==> src/dlpm_pkg.sv <==
package dlpm_pkg;

    localparam int STATE_W   = 8;
    localparam int SYM_W     = 7;
    localparam int NUM_SYMS  = 128;
    localparam int ENTRY_W   = 9;
    localparam int LEN_W     = 11;
    localparam int RES_DEPTH = 4;
    localparam int RES_PTR_W = 2;
    localparam int RES_CNT_W = 3;

    localparam logic [1:0] CMD_TRANS  = 2'd0;
    localparam logic [1:0] CMD_FINAL  = 2'd1;
    localparam logic [1:0] CMD_SYMBOL = 2'd2;

    typedef struct packed {
        logic [1:0]         command;
        logic [STATE_W-1:0] state_index;
        logic [SYM_W-1:0]   symbol;
        logic [STATE_W-1:0] next_state;
        logic               entry_valid;
        logic               is_final;
        logic               last_symbol;
    } t_in_beat;

    typedef struct packed {
        logic [LEN_W-1:0] accepted_length;
        logic [LEN_W-1:0] string_length;
        logic             stopped_early;
    } t_out_beat;

endpackage

==> src/dlpm_fifo.sv <==
module dlpm_fifo (
    input  logic                           i_clk,
    input  logic                           i_rst_n,
    input  logic                           i_push,
    input  dlpm_pkg::t_out_beat            i_push_data,
    input  logic                           i_pop,
    output logic                           o_valid,
    output dlpm_pkg::t_out_beat            o_data,
    output logic [dlpm_pkg::RES_CNT_W-1:0] o_count
);

    dlpm_pkg::t_out_beat                r_buf [dlpm_pkg::RES_DEPTH];
    logic [dlpm_pkg::RES_PTR_W-1:0]     r_wr_ptr;
    logic [dlpm_pkg::RES_PTR_W-1:0]     r_rd_ptr;
    logic [dlpm_pkg::RES_CNT_W-1:0]     r_count;
    logic [dlpm_pkg::RES_CNT_W-1:0]     n_count;

    always_comb begin
        n_count = r_count;
        if (i_push && !i_pop) begin
            n_count = r_count + dlpm_pkg::RES_CNT_W'(1);
        end else if (!i_push && i_pop) begin
            n_count = r_count - dlpm_pkg::RES_CNT_W'(1);
        end
    end

    always_ff @(posedge i_clk) begin
        if (!i_rst_n) begin
            r_wr_ptr <= '0;
            r_rd_ptr <= '0;
            r_count  <= '0;
        end else begin
            if (i_push) begin
                r_wr_ptr <= r_wr_ptr + dlpm_pkg::RES_PTR_W'(1);
            end
            if (i_pop) begin
                r_rd_ptr <= r_rd_ptr + dlpm_pkg::RES_PTR_W'(1);
            end
            r_count <= n_count;
        end
    end

    always_ff @(posedge i_clk) begin
        if (i_push) begin
            r_buf[r_wr_ptr] <= i_push_data;
        end
    end

    assign o_valid = (r_count != '0);
    assign o_data  = r_buf[r_rd_ptr];
    assign o_count = r_count;

endmodule

==> config.mk <==
export PLATFORM = sky130hd
export DESIGN_NAME = dlpm_fifo
export DESIGN_NICKNAME = d
export VERILOG_FILES = /design/src/dlpm_pkg.sv /design/src/dlpm_fifo.sv
export SDC_FILE = /design/constraint.sdc
export NUM_CORES = 1
export LEC_CHECK = 0
export BUFFER_PORTS_ARGS = -buffer_cell sky130_fd_sc_hd__buf_2
export CAP_MARGIN = 15
export CORE_ASPECT_RATIO = 0.9
export CORE_UTILIZATION = 51
export CTS_CLUSTER_DIAMETER = 40
export DETAILED_ROUTE_END_ITERATION = 8
export PLACE_DENSITY_LB_ADDON = 0.05
export SYNTH_ARGS = -nofsm -noshare
export SYNTH_HDL_FRONTEND = slang
export SYNTH_SLANG_ARGS = --single-unit
export TNS_END_PERCENT = 100
==> constraint.sdc <==
create_clock -name i_clk -period 1.5 [get_ports i_clk]
set_input_delay 0.075 -clock i_clk [delete_from_list [all_inputs] [get_ports i_clk]]
set_output_delay 0.075 -clock i_clk [all_outputs]
set_load 0.1 [all_outputs]
Yosys cells after proc, flatten, opt, wreduce, memory -nomap -nowiden:

Memory sizes are Yosys's and may differ from the RTL's. A register that Yosys moved wholly into a read port is not among the register bits.
Cells that the tools add are included.

* flip-flop bits (word level): 7
* RAM bits: 92
* input bits: 27
* output and inout port bits: 27
* word-level logic and storage cells: 20
* memories kept: 1

Memory list
* r_buf: words 4, bits a word 23, read ports 1, clocked after Yosys merged registers in 1, wr ports 1, RTL line dlpm_fifo.sv:12 `dlpm_pkg::t_out_beat r_buf [dlpm_pkg::RES_DEPTH];`

* add/sub/neg operators: 4
* mux-type cells: 6
* reduce and logical (&&, ||, !) cells: 6

Operator list (number)
* 3-bit two-way mux: 2
* 2-bit by 1-bit adder with 2-bit output, second input constant: 2
* 2-bit two-way mux: 2
* 3-bit by 1-bit adder with 3-bit output, second input constant: 1
* 3-bit nonzero test: 1
* 3-bit by 1-bit subtractor with 3-bit output, second input constant: 1
* 1-bit logical AND: 2
* 1-bit zero test: 2
* 1-bit two-way mux: 2
* 2-bit nonzero test: 1

Longest topological paths before layout:

* depth after elaboration: 4
* mapped depth: 7
* mapped depth without buffers: 7

Worst setup path before layout:

No wires, ideal clock.

* path type: register to register
* from: register r_count, in the netlist o_count[0]
* to: register r_count, in the netlist o_count[2]
* library setup time: 0.076 ns
* arrival: 1.830 ns
* data required time: 1.424 ns
* path slack: -0.406 ns
* stages on the path, launching flop included: 5
* buffers on the path: 0
* clock period less this slack: 1.906 ns
* cell sequence: dfxtp_1 -> fa_1 -> xor2_1 -> or3_1 -> a21boi_0

* longest elaborated chain between the ends: 3
* elaborated cells between the ends (all ways): 4
* classes of those cells: 2 x add/sub; 2 x mux

Ends and longest elaborated chain
* start, declared: RTL line dlpm_fifo.sv:15 `logic [dlpm_pkg::RES_CNT_W-1:0] r_count;`
* start signal, assigned: RTL line dlpm_fifo.sv:39 `r_count <= n_count;`
* 3-bit by 1-bit subtractor with 3-bit output: RTL line dlpm_fifo.sv:23 `n_count = r_count - dlpm_pkg::RES_CNT_W'(1);`
* 3-bit two-way mux: RTL line dlpm_fifo.sv:22 `end else if (!i_push && i_pop) begin`
* 3-bit two-way mux *: RTL line dlpm_fifo.sv:20 `if (i_push && !i_pop) begin`

Every way passes the cells marked *; elsewhere a longest branch is shown, timed or not. The select of a mux whose other input is x is not followed.
A chain may end at the register's enable or synchronous reset.

==> metrics.md <==
| Metric | Value |
|---|---|
| Max clock buf depth | `2` |
| Final WS setup | `-0.2719 ns` |
| Initial Utilization | `53.33%` |
| HP Class | `input pin to register` |
| Drt wl/cell | `18.33 um` |
| DP Cell Count | `315` |
| Data arrival, critical path | `1.70 ns` |
| P&R area growth vs syn | `33.85%` |
| Largest cells by area after synthesis | `edfxtp_1 (73%), mux4_2 (12%), dfxtp_1 (4.8%)` |
| Yosys cell types | `19` |
| CTS Sinks | `101` |
| Req. time, crit path | `1.42 ns` |
| Die X | `92.90 um` |
| First-pass GRT wire length | `10,340 um` |
| Post-synth top flop | `edfxtp_1` |
| Ports | `54` |
| Nets | `293` |
| Avg Inst Size Synth | `23.41 um2` |
| Layout cell share with drive strength beyond 1 | `42.64%` |
| DRT iter0 DRCs | `81` |
| First-pass iteration count of the detailed router | `4` |
| Yosys reg bits | `101` |
| Max incr delay on CP | `0.54 ns` |
| Initial antenna violation count | `0` |
| Worst Setup Start Kind | `register` |
| Crit-path leading delay family | `multiplexers` |
| Crit-path cells | `clkbuf_16, mux4_2, buf_12` |
| Clock transition at path regs | `0.09 ns` |
| Worst path bufs/invs | `2` |
| Total track usage | `18.77%` |
| Power density cells | `1381 mW/mm2` |
| CP max stage cell | `mux4_2` |
| Detailed Place HPWL | `4056 um` |
| Synthesized cell area | `0.003792 mm2` |
| Worst vdd ir | `1.025 mV` |
| Routed WL | `6562 um` |
| Fmax | `0.5644 GHz` |
| Failing checks | `negative setup slack` |
| H-Tree Depth | `3` |
| Clock latency at the later pin of the worst-skew pair | `0.36 ns` |
| Pin count of the biggest net entering global routing | `24` |
| Clock tree from TritonCTS | `done` |
| DP Worst Slack | `-0.02214 ns` |
| Site Rows | `29` |
| Post-layout min period | `1.772 ns` |
| Leak | `1.807 nW` |
| Worst slew pin tran | `0.4842 ns` |
| Via/cell ratio | `5.190` |
| FFs w/ async S/R, synth | `0%` |
| Post-synth EDFFs | `92` |
| Worst rel slew slack | `67.94%` |
| Final Util | `71.38%` |
| Area leader, netlist | `edfxtp_1` |
| # Max-Cap Violations | `0` |
| Setup Skew | `0.006734 ns` |
| Core ar. | `0.007112 mm2` |
| Routability cong. | `0.6303` |
| Setup-failing EPs final | `23` |
| Final Hold Violating Endpoints | `0` |
| CP endpoint kind | `primary output` |
| Count of pins over their slew limit | `0` |
| Status | `finished, violations left` |
| Port Buffer Count | `53` |
| Via count | `1,858` |
| Yosys warning count | `0` |
| Die Ht | `83.81 um` |
| Post-route clock period utilization | `118.1%` |
| Post-synth top area share | `72.85%` |
| Mapped Nets | `195` |
| # diodes | `0` |
| Post-synth top cells | `edfxtp_1 (92), mux4_2 (20), and2_1 (9), dfxtp_1 (9), ha_1 (5)` |
| Final setup TNS | `-5.582 ns` |
| Vias in the first global route | `2,013` |
| Crit-path max FO | `6` |
| Root buf cell | `clkbuf_8` |
| Gr ovfl total | `0` |
| RSZ-0062 raised after global routing | `yes` |
| Post-route ant nets | `0` |
| Gate Count Post-Synth | `162` |
| Seq/Total Area, Yosys | `77.60%` |
| Layout Cells excl Fill | `358` |
| Total CTS buffers | `9` |
| DIE AREA | `0.007785 mm2` |
| Drt drc | `0` |
| Critical path type | `register to primary output` |
| Most common cell in the netlist | `edfxtp_1` |
==> state kept, by name, indices dropped and copies added, names as in the netlist, named ones only <==
signal,cells
r_buf,92
o_count,3
r_rd_ptr,2
r_wr_ptr,2
==> layout make-up <==
class / count / area [um2]
Tap cell: 93 / 116.4
Sequential cell: 101 / 2952
Inverter: 4 / 15.01
Clock buffer: 10 / 127.6
Timing Repair Buffer: 92 / 1007
Clock inverter: 6 / 87.58
Fill cell: 459 / 2036
Multi-Input combinational cell: 52 / 770.7
==> power breakdown <==
part | internal [W] | switching [W] | leakage [nW]
clock network | 0.000937 | 0.000871 | 0.100
logic | 0.000698 | 0.00122 | 0.786
registers | 0.00322 | 0.0000620 | 0.921
total | 0.00486 | 0.00215 | 1.81
==> layer usage <==
metal  vias to the layer above  global-route usage [%]  wire, um
met1                       963                   23.78      2784
met5                         -                       0         0
met2                        38                   30.61      3412
met3                         7                   7.013       299
met4                         0                   5.035        66
li1                        850                       -         -
==> worst reg2reg max path, stage by stage, from the launching register on <==
cell and delay, ns:
dfxtp_4 0.37, fa_2 0.38, xor2_1 0.15, or3_1 0.30
a21boi_1 0.15
==> stage by stage <==
stage / hold slack, ns / total power, W / instance area, um2
CTS: 0.01773 / 0.007049 / 5047
global placement: 0.2848 / 0.005120 / 4551
global route: 0.02305 / 0.007255 / 5076
detailed placement: 0.2935 / 0.005153 / 4551
floorplan: 0.1739 / 0.004575 / 3801
finish: 0.03323 / 0.007011 / 5076
==> cells in the final DEF (no fill, tap or decap), types with 3 or more instances in the layout <==
| cell type | count |
|---|---|
| dfxtp_1 | 6 |
| xor2_1 | 3 |
| edfxtp_1 | 92 |
| mux4_2 | 23 |
| and2_1 | 7 |
| clkbuf_8 | 9 |
| ha_1 | 5 |
| dlygate4sd3_1 | 23 |
| buf_4 | 12 |
| inv_1 | 4 |
| buf_2 | 29 |
| buf_12 | 23 |
| buf_8 | 3 |
==> kinds of logic after synthesis <==
kind of cell | Yosys count | share of synthesized area, %
AO/OA/AOI/OAI | 2 | 0.3299
XOR/XNOR | 5 | 1.155
adder cells (fa/ha/maj) | 6 | 2.178
buffers and inverters | 9 | 2.012
flip-flops | 101 | 77.60
multiplexers | 25 | 14.48
AND/OR/NAND/NOR | 14 | 2.243
==> path summary, 6_finish.rpt <==
check	startpoint	end	slack, ns	depth (start not counted)
worst min-delay path	i_rst_n	o_count[1]	0.03	2
worst max-delay path	register	o_data[1]	-0.27	3
worst max register to register	o_count[0]	o_count[2]	0.09	4
worst min register to register	o_count[2]	o_count[2]	0.52	2
==> what timing repair did <==
action,CTS,global route
cloned,0,1
hold buffers,23,0
pin swaps,0,0
endpoints found under the setup margin,48,47
resized for setup,17,2
buffers inserted,3,0
hold endpoints to repair,92,0
(Power assumes the default switching activity.)
